===== src/rtl/ksel_pkg.sv =====
// ksel_pkg: shared types and constants for the rank selection block
// depends on nothing; used by the front, back and top level
`timescale 1ns / 1ps
`default_nettype none

package ksel_pkg;

	localparam int MAX_ITEMS = 64;
	localparam int IDX_W     = $clog2(MAX_ITEMS);
	localparam int CNT_W     = $clog2(MAX_ITEMS + 1);
	localparam int VAL_W     = 32;
	localparam int RANK_W    = 6;
	localparam int CMP_W     = (CNT_W > RANK_W) ? CNT_W : RANK_W;

	// queue between front and back
	localparam int QDEPTH = 4;
	localparam int QPTR_W = $clog2(QDEPTH);
	localparam int QCNT_W = $clog2(QDEPTH + 1);

	// flipping the sign bit gives an unsigned key with the same order
	localparam logic [VAL_W-1:0] SIGN_FLIP = {1'b1, {(VAL_W-1){1'b0}}};

	typedef struct packed {
		logic [VAL_W-1:0] key;
		logic             last;
	} ksel_item_t;

	typedef struct packed {
		logic       valid;
		ksel_item_t item;
	} ksel_q_t;

	typedef enum logic [4:0] {
		B_IDLE = 5'b00001,
		B_RD   = 5'b00010,
		B_CMP  = 5'b00100,
		B_FIN  = 5'b01000,
		B_SELW = 5'b10000
	} ksel_state_t;

endpackage

`default_nettype wire


===== src/rtl/ksel_front.sv =====
// ksel_front: input handshake, key conversion and item queue
// depends on ksel_pkg
`timescale 1ns / 1ps
`default_nettype none

module ksel_front (
	input  wire logic                            clk,
	input  wire logic                            arst_n,
	input  wire logic                            in_valid,
	output logic                                 in_ready,
	input  wire logic signed [ksel_pkg::VAL_W-1:0] sample_value,
	input  wire logic                            last_item,
	output ksel_pkg::ksel_q_t                    q_out,
	input  wire logic                            q_pop
);

	ksel_pkg::ksel_item_t           q_mem [ksel_pkg::QDEPTH];
	logic [ksel_pkg::QPTR_W-1:0]    wr_ptr_q;
	logic [ksel_pkg::QPTR_W-1:0]    rd_ptr_q;
	logic [ksel_pkg::QCNT_W-1:0]    fill_q;
	logic                           push;
	ksel_pkg::ksel_item_t           new_item;

	assign in_ready = (fill_q != ksel_pkg::QCNT_W'(ksel_pkg::QDEPTH));
	assign push     = in_valid && in_ready;

	// classify: signed value to order key, carry the end-of-set flag
	assign new_item.key  = $unsigned(sample_value) ^ ksel_pkg::SIGN_FLIP;
	assign new_item.last = last_item;

	assign q_out.valid = (fill_q != '0);
	assign q_out.item  = q_mem[rd_ptr_q];

	always_ff @(posedge clk) begin
		if (push) begin
			q_mem[wr_ptr_q] <= new_item;
		end
	end

	always_ff @(posedge clk or negedge arst_n) begin
		if (!arst_n) begin
			wr_ptr_q <= '0;
			rd_ptr_q <= '0;
			fill_q   <= '0;
		end else begin
			if (push) begin
				wr_ptr_q <= wr_ptr_q + 1'b1;
			end
			if (q_pop) begin
				rd_ptr_q <= rd_ptr_q + 1'b1;
			end
			// push and pop together leave the fill level as it is
			if (push && !q_pop) begin
				fill_q <= fill_q + 1'b1;
			end else if (q_pop && !push) begin
				fill_q <= fill_q - 1'b1;
			end
		end
	end

endmodule

`default_nettype wire


===== src/rtl/ksel_back.sv =====
// ksel_back: sorted element store, insertion engine, rank read and result register
// depends on ksel_pkg
`timescale 1ns / 1ps
`default_nettype none

module ksel_back (
	input  wire logic                              clk,
	input  wire logic                              arst_n,
	input  wire ksel_pkg::ksel_q_t                 q_in,
	output logic                                   q_pop,
	input  wire logic [ksel_pkg::RANK_W-1:0]       rank_sel,
	output logic                                   out_valid,
	input  wire logic                              out_ready,
	output logic signed [ksel_pkg::VAL_W-1:0]      selected_value,
	output logic                                   rank_clamped
);

	logic [ksel_pkg::VAL_W-1:0]  mem [ksel_pkg::MAX_ITEMS];
	logic [ksel_pkg::VAL_W-1:0]  rd_data_q;

	ksel_pkg::ksel_state_t       state_q, state_d;
	logic [ksel_pkg::CNT_W-1:0]  count_q, count_d;
	logic [ksel_pkg::CNT_W-1:0]  pos_q, pos_d;
	logic [ksel_pkg::VAL_W-1:0]  key_q;
	logic                        last_q;
	logic                        clamp_q;

	logic                        mem_we, mem_re;
	logic [ksel_pkg::IDX_W-1:0]  mem_waddr, mem_raddr;
	logic [ksel_pkg::VAL_W-1:0]  mem_wdata;
	logic                        out_load;

	logic [ksel_pkg::CMP_W-1:0]  rank_ext, cnt_ext;
	logic                        clamp;
	logic [ksel_pkg::IDX_W-1:0]  sel_idx;
	logic [ksel_pkg::CNT_W-1:0]  pos_m1;

	logic                        out_valid_q;
	logic [ksel_pkg::VAL_W-1:0]  sel_q;
	logic                        clamped_q;

	assign rank_ext = ksel_pkg::CMP_W'(rank_sel);
	assign cnt_ext  = ksel_pkg::CMP_W'(count_q);
	assign clamp    = (rank_ext >= cnt_ext);
	assign sel_idx  = clamp ? ksel_pkg::IDX_W'(count_q - 1'b1) : ksel_pkg::IDX_W'(rank_sel);
	assign pos_m1   = pos_q - 1'b1;

	assign out_load = (state_q == ksel_pkg::B_SELW) && (!out_valid_q || out_ready);

	always_comb begin
		state_d   = state_q;
		count_d   = count_q;
		pos_d     = pos_q;
		q_pop     = 1'b0;
		mem_we    = 1'b0;
		mem_re    = 1'b0;
		mem_waddr = pos_q[ksel_pkg::IDX_W-1:0];
		mem_raddr = pos_m1[ksel_pkg::IDX_W-1:0];
		mem_wdata = key_q;
		unique case (state_q)
			ksel_pkg::B_IDLE: begin
				if (q_in.valid) begin
					q_pop = 1'b1;
					pos_d = count_q;
					// full store drops the item but still honors its end flag
					if (count_q == ksel_pkg::CNT_W'(ksel_pkg::MAX_ITEMS)) begin
						state_d = ksel_pkg::B_FIN;
					end else begin
						state_d = ksel_pkg::B_RD;
					end
				end
			end
			ksel_pkg::B_RD: begin
				if (pos_q == '0) begin
					mem_we  = 1'b1;
					count_d = count_q + 1'b1;
					state_d = ksel_pkg::B_FIN;
				end else begin
					mem_re  = 1'b1;
					state_d = ksel_pkg::B_CMP;
				end
			end
			ksel_pkg::B_CMP: begin
				mem_we = 1'b1;
				if (rd_data_q > key_q) begin
					// shift the larger entry up one slot
					mem_wdata = rd_data_q;
					pos_d     = pos_m1;
					state_d   = ksel_pkg::B_RD;
				end else begin
					count_d = count_q + 1'b1;
					state_d = ksel_pkg::B_FIN;
				end
			end
			ksel_pkg::B_FIN: begin
				if (last_q) begin
					mem_re    = 1'b1;
					mem_raddr = sel_idx;
					state_d   = ksel_pkg::B_SELW;
				end else begin
					state_d = ksel_pkg::B_IDLE;
				end
			end
			ksel_pkg::B_SELW: begin
				if (out_load) begin
					count_d = '0;
					state_d = ksel_pkg::B_IDLE;
				end
			end
			default: begin
				state_d = ksel_pkg::B_IDLE;
			end
		endcase
	end

	// element store, one write and one registered read per cycle
	always_ff @(posedge clk) begin
		if (mem_we) begin
			mem[mem_waddr] <= mem_wdata;
		end
		if (mem_re) begin
			rd_data_q <= mem[mem_raddr];
		end
	end

	always_ff @(posedge clk) begin
		if (q_pop) begin
			key_q  <= q_in.item.key;
			last_q <= q_in.item.last;
		end
		if ((state_q == ksel_pkg::B_FIN) && last_q) begin
			clamp_q <= clamp;
		end
		if (out_load) begin
			sel_q     <= rd_data_q ^ ksel_pkg::SIGN_FLIP;
			clamped_q <= clamp_q;
		end
	end

	always_ff @(posedge clk or negedge arst_n) begin
		if (!arst_n) begin
			state_q     <= ksel_pkg::B_IDLE;
			count_q     <= '0;
			pos_q       <= '0;
			out_valid_q <= 1'b0;
		end else begin
			state_q <= state_d;
			count_q <= count_d;
			pos_q   <= pos_d;
			if (out_load) begin
				out_valid_q <= 1'b1;
			end else if (out_ready) begin
				out_valid_q <= 1'b0;
			end
		end
	end

	assign out_valid      = out_valid_q;
	assign selected_value = $signed(sel_q);
	assign rank_clamped   = clamped_q;

endmodule

`default_nettype wire


===== src/rtl/kth_smallest_select.sv =====
// kth_smallest_select: top level of the rank selection block
// depends on ksel_pkg, ksel_front and ksel_back
`timescale 1ns / 1ps
`default_nettype none

// Loads one set of signed 32-bit values, one item per handshake, keeps them
// sorted ascending in a 64-entry store, and on the item flagged last_item
// returns the value at zero-based ascending rank rank_select (ties count as
// separate entries; rank set to the middle gives the median). A rank not
// below the set size is clamped to size minus one and rank_clamped is set.
// Values arriving once the store holds 64 entries are dropped, a dropped
// last item still closes the set. After the result the store starts empty.
// Timing: the front queue takes an item every cycle while it has room (four
// entries). The back end inserts each item by walking the store from the
// top: it reads the entry below the free slot, shifts it up one slot while
// it is larger, and writes the item into the freed slot or the bottom slot,
// so a set loaded in descending order costs the most and ascending order the
// least; the next item is taken only once the last is stored. On the final
// item the store is read at the selected rank and the result goes into the
// output register, which holds one result while the next set loads.
// rank_select must be written through cfg_wr_en / cfg_wr_data only while idle; the block does not enforce this.

module kth_smallest_select (
	input  wire logic                                clk,
	input  wire logic                                arst_n,
	input  wire logic                                cfg_wr_en,
	input  wire logic [ksel_pkg::RANK_W-1:0]         cfg_wr_data,
	input  wire logic                                in_valid,
	output logic                                     in_ready,
	input  wire logic signed [ksel_pkg::VAL_W-1:0]   sample_value,
	input  wire logic                                last_item,
	output logic                                     out_valid,
	input  wire logic                                out_ready,
	output logic signed [ksel_pkg::VAL_W-1:0]        selected_value,
	output logic                                     rank_clamped
);

	// rank register, reset to the lowest rank
	logic [ksel_pkg::RANK_W-1:0] rank_select_q;

	// queue view from front to back
	ksel_pkg::ksel_q_t q_link;
	logic              q_pop;

	always_ff @(posedge clk or negedge arst_n) begin
		if (!arst_n) begin
			rank_select_q <= '0;
		end else if (cfg_wr_en) begin
			rank_select_q <= cfg_wr_data;
		end
	end

	// front: accepts items, turns values into order keys, queues them
	ksel_front u_front (
		.clk          (clk),
		.arst_n       (arst_n),
		.in_valid     (in_valid),
		.in_ready     (in_ready),
		.sample_value (sample_value),
		.last_item    (last_item),
		.q_out        (q_link),
		.q_pop        (q_pop)
	);

	// back: insertion into the sorted store, rank read, result register
	ksel_back u_back (
		.clk            (clk),
		.arst_n         (arst_n),
		.q_in           (q_link),
		.q_pop          (q_pop),
		.rank_sel       (rank_select_q),
		.out_valid      (out_valid),
		.out_ready      (out_ready),
		.selected_value (selected_value),
		.rank_clamped   (rank_clamped)
	);

endmodule

`default_nettype wire


===== config.mk =====
export PLATFORM = sky130hd
export DESIGN_NAME = kth_smallest_select
export DESIGN_NICKNAME = d
export VERILOG_FILES = /design/src/rtl/ksel_pkg.sv /design/src/rtl/ksel_front.sv /design/src/rtl/ksel_back.sv /design/src/rtl/kth_smallest_select.sv
export SDC_FILE = /design/constraint.sdc
export NUM_CORES = 2
export LEC_CHECK = 0
export BUFFER_PORTS_ARGS = -buffer_cell sky130_fd_sc_hd__buf_4
export CELL_PAD_IN_SITES_DETAIL_PLACEMENT = 0
export CELL_PAD_IN_SITES_GLOBAL_PLACEMENT = 1
export CORE_ASPECT_RATIO = 2
export CORE_MARGIN = 4
export CORE_UTILIZATION = 58
export DETAILED_ROUTE_END_ITERATION = 10
export PLACE_DENSITY = 0.94
export SYNTH_ARGS = -nofsm -noshare
export SYNTH_HDL_FRONTEND = slang
export SYNTH_SLANG_ARGS = --single-unit
export TNS_END_PERCENT = 1

===== constraint.sdc =====
create_clock -name clk -period 12.55 [get_ports clk]
set_clock_uncertainty 0.05 [all_clocks]
set_input_delay 0 -clock clk [delete_from_list [all_inputs] [get_ports clk]]
set_output_delay 0 -clock clk [all_outputs]
set_load 0.05 [all_outputs]

==> results.yml <==
clocking:
  cts.repair.resized: 0
  cts_buffers: 178
  cts-root-buf: "clkbuf_16"
  cts_sinks: 2312
  clk_pin_slew_worst_paths_ns: 0.07
  worst_skew_pair.late_latency_ns: 0.86
  htree_levels: 4
  cts_tree: "done"
  cts_max_path_buffers: 4
routing:
  avgViaCountPerCell: 6.869
  wl_met1_um: 79450
  wl_met3_um: 31130
  wl_met2_um: 133200
  wirelength_um: 270600
  first_pass_iters: 7
  top_layer: "met5"
  drc: 0
  drt_iter0_drc: 8632
  vias: 57360
  wl_per_cell_um: 32.41
  postRouteAntennaNets: 0
logic_synthesis:
  synth_largest_area_cell: "edfxtp_1"
  synth.most_common_cell: "edfxtp_1"
  synth_edf_count: 2279
  synth_cell_types: 87
  synthCells: 5976
  synth-simple-area-share_pct: 8.421
  synthesis.area_sq_um: 91500
  synthXorXnorAreaFrac_pct: 0.1627
  ys_warn_count: 0
  yosysSeqAreaShare_pct: 75.70
  synth_nets: 6068
  synth_area_leaders: "edfxtp_1, mux2i_1, nand2_1"
  synth_top_family_by_area: "simple AND/OR/NAND/NOR gates"
  synth_mux_area_share_pct: 5.831
  netlist.area_leader.share_pct: 74.80
  synth-compound-area-share_pct: 7.021
  synth_async_sr_flop_share_pct: 1.427
  synth-seq-cells: 2312
  syn_area_per_cell_sq_um: 15.31
  ys_top_cells_by_count: "edfxtp_1, nand2_1, mux2i_1"
  synth_adder_area_share_pct: 0.6646
  synth_ff_type: "edfxtp_1"
die:
  row_count: 205
  dieArea_sq_um: 164600
  die_h_um: 569.7
  dieWidth_um: 288.9
  initial_core_util_pct: 58.48
  ioPinCount: 79
  core_area_sq_um: 156500
power:
  power_frac_comb_pct: 39.4
  vdd_drop_max_mv: 0.3388
  p_sw_mw: 10.23
  clkPwrFrac_pct: 21.7
  p_int_mw: 15.93
  power_density_nw_per_um2: 256.5
  total_leakage_power_nw: 34.23
  switching_share_pct: 39.10
  sequentialPowerShare_pct: 38.8
outcome:
  outcome: "complete, but fails checks"
  violations: "max-capacitance violations, max-slew violations"
setup_path:
  r2r-end: "u_back.rd_data_q[17]"
  worstPathRequired_ns: 12.99
  critPathArrivalTime_ns: 7.22
  r2r_setup_slack_ns: 5.78
  worstSetupStartpointType: "flop"
  end_kind: "flop"
  r2r_cells: 14
  critPathMaxFanout: 144
  crit_type: "flop to flop"
  rr_startpoint: "u_back.cnt_ext[2]"
finish:
  area_growth_pct: 11.49
  fin_nets: 6233
  fillers: 10110
  drive_above_1_share_pct: 11.36
sta:
  setup_viol: 0
  worst_pin_slew_ns: 1.496
  timing.setup.tns_ns: 0
  whs_ns: 0.07604
  drv_slew: 1
  max_freq_mhz: 147.7
  rsz0062_at_grt: "false"
  finalWorstSetupSlack_ns: 5.779
  period_needed_ns: 6.771
  relSlewSlack_pct: -2.319
  fin_crit_sh_pct: 53.96
  hold_viol_final: 0
placed_design:
  dp_hpwl_um: 153600
  gp_congestion: 0.8692
  io_buffer_count: 78
  post-place-ws_ns: 6.134
global_routing:
  grt_pass1_wl_um: 385700
  grt_pass1_vias: 57050
  grt_usage_pct: 32.61
  grt_start_max_net_pins: 149
  grt-ovfl-total: 0
  antenna_found_initial: 14
worst_hold_path:
  min_path_cells: 2
  min-delay-start: "sample_value[23]"
  min_path_type: "input port to flop"
  hold_end: "u_front.q_mem[1][24]"
job:
  max-cap-violations: 1
==> kinds of logic after synthesis <==
group,count (synthesis)
and+or+nand+nor,1777
buffers and inverters,430
muxes,490
DFF,2312
xor gates and xnor gates,17
AOI/OAI and AO/OA,902
adders and majority gates,48
==> placed cells by master, fill, tap and decap left out, types with 14 or more instances in the layout <==
cell type | synthesis | routed
mux2_2 | 14 | 14
and3_1 | 46 | 46
buf_4 | 25 | 248
o221ai_1 | 70 | 70
dfrtp_1 | 32 | 31
nand3_1 | 359 | 359
a31oi_1 | 45 | 45
nor3_1 | 16 | 16
dlygate4sd3_1 | 0 | 91
a21o_1 | 17 | 17
mux2i_1 | 443 | 443
o21ai_0 | 58 | 25
o21ai_4 | 0 | 32
nor4_1 | 55 | 54
inv_1 | 64 | 63
a21oi_1 | 271 | 270
nand2_1 | 1085 | 1080
nor2b_1 | 18 | 18
o31ai_1 | 15 | 15
nor2_4 | 0 | 64
clkinv_2 | 0 | 36
clkbuf_16 | 0 | 182
clkbuf_1 | 117 | 20
a311oi_1 | 55 | 53
a211oi_1 | 27 | 26
bufinv_16 | 0 | 19
o22ai_1 | 60 | 60
clkinv_1 | 1 | 38
a221oi_1 | 123 | 123
nand4_1 | 22 | 22
edfxtp_1 | 2279 | 2279
nor2_1 | 118 | 49
a2111oi_0 | 16 | 16
a221o_1 | 14 | 14
ha_1 | 47 | 47
a32oi_1 | 24 | 24
mux4_2 | 33 | 33
==> timing repair <==
action | in CTS | in global routing
buffers inserted | 0 | 0
endpoints found under the hold margin | 319 | 0
hold buffers | 92 | 0
setup endpoints to repair | 0 | 0
==> power by group through the flow <==
stage,Clock [mW],Sequential [mW],Combinational (mW)
after floorplan,0,10.4,6.32
after global placement,0,10.3,9.60
after detailed placement,0,10.3,9.89
after CTS,5.66,10.1,9.99
after global routing,6.00,10.2,10.8
final,5.69,10.2,10.3
==> registers in the layout (all words and copies together), names as in the netlist, 6 cells and up <==
signal / cells
u_back.key_q: 32
u_back.pos_q: 7
u_front.q_mem: 132
u_back.mem: 2048
u_back.selected_value: 32
u_back.cnt_ext: 7
rank_select_q: 6
u_back.rd_data_q: 32
==> layer usage <==
| layer | up-vias | track usage, % |
|---|---|---|
| met1 | 27980 | 35.65 |
| met5 | - | 0 |
| met2 | 4606 | 54.41 |
| li1 | 23380 | - |
| met4 | 10 | 26.19 |
| met3 | 1386 | 7.307 |
==> critical path, cell delays in order (launching register included) <==
cell and delay [ns]:
dfrtp_1 0.53, inv_1 0.12, ha_1 0.31, a21oi_1 0.23
o21ai_2 0.19, a21oi_4 0.47, inv_2 0.35, a211oi_4 0.27
buf_4 0.64, buf_4 0.67, buf_12 0.59, nand3_1 0.18
a32o_1 0.29, a2111oi_0 1.22, a221oi_1 0.20
==> through the flow <==
| step | cell area [sq um] | instances | total power [mW] | utilization (%) |
|---|---|---|---|---|
| 2_1_floorplan | 91500 | 5976 | 16.69 | - |
| 3_3_place_gp | 95360 | 7939 | 19.89 | 60.95 |
| 3_5_place_dp | 95370 | 7939 | 20.18 | 60.95 |
| 4_1_cts | 102000 | 8345 | 25.78 | 65.19 |
| 5_1_grt | 102000 | 8346 | 26.91 | 65.19 |
| 6_report | 102000 | 8350 | 26.16 | 65.20 |
==> worst max path at each step <==
| stage | startpoint | end | slack [ns] |
|---|---|---|---|
| after detailed placement | u_back.cnt_ext[2] | u_back.rd_data_q[17] | 6.13 |
| after floorplan | u_back.rd_data_q[1] | u_back.mem[0][31] | 6.85 |
| final | u_back.cnt_ext[2] | u_back.rd_data_q[17] | 5.78 |
| after global routing | u_back.cnt_ext[2] | u_back.rd_data_q[17] | 5.66 |
| after global placement | u_back.cnt_ext[2] | u_back.rd_data_q[17] | 6.18 |
| after CTS | u_back.cnt_ext[2] | u_back.rd_data_q[17] | 6.14 |
==> layout make-up <==
type / instances / area [sq um] / share of cell area (%)
Timing Repair Buffer: 349 / 2973 / 2.914
Inverter: 66 / 247.7 / 0.2428
Sequential cell: 2312 / 69260 / 67.90
Clock inverter: 111 / 1056 / 1.035
Multi-Input combinational cell: 3234 / 21230 / 20.81
Clock buffer: 203 / 4643 / 4.552
Antenna cell: 5 / 12.51 / 0.01227
Tap cell: 2070 / 2590 / 2.539
No activity file was read; power rests on OpenSTA's default activity.
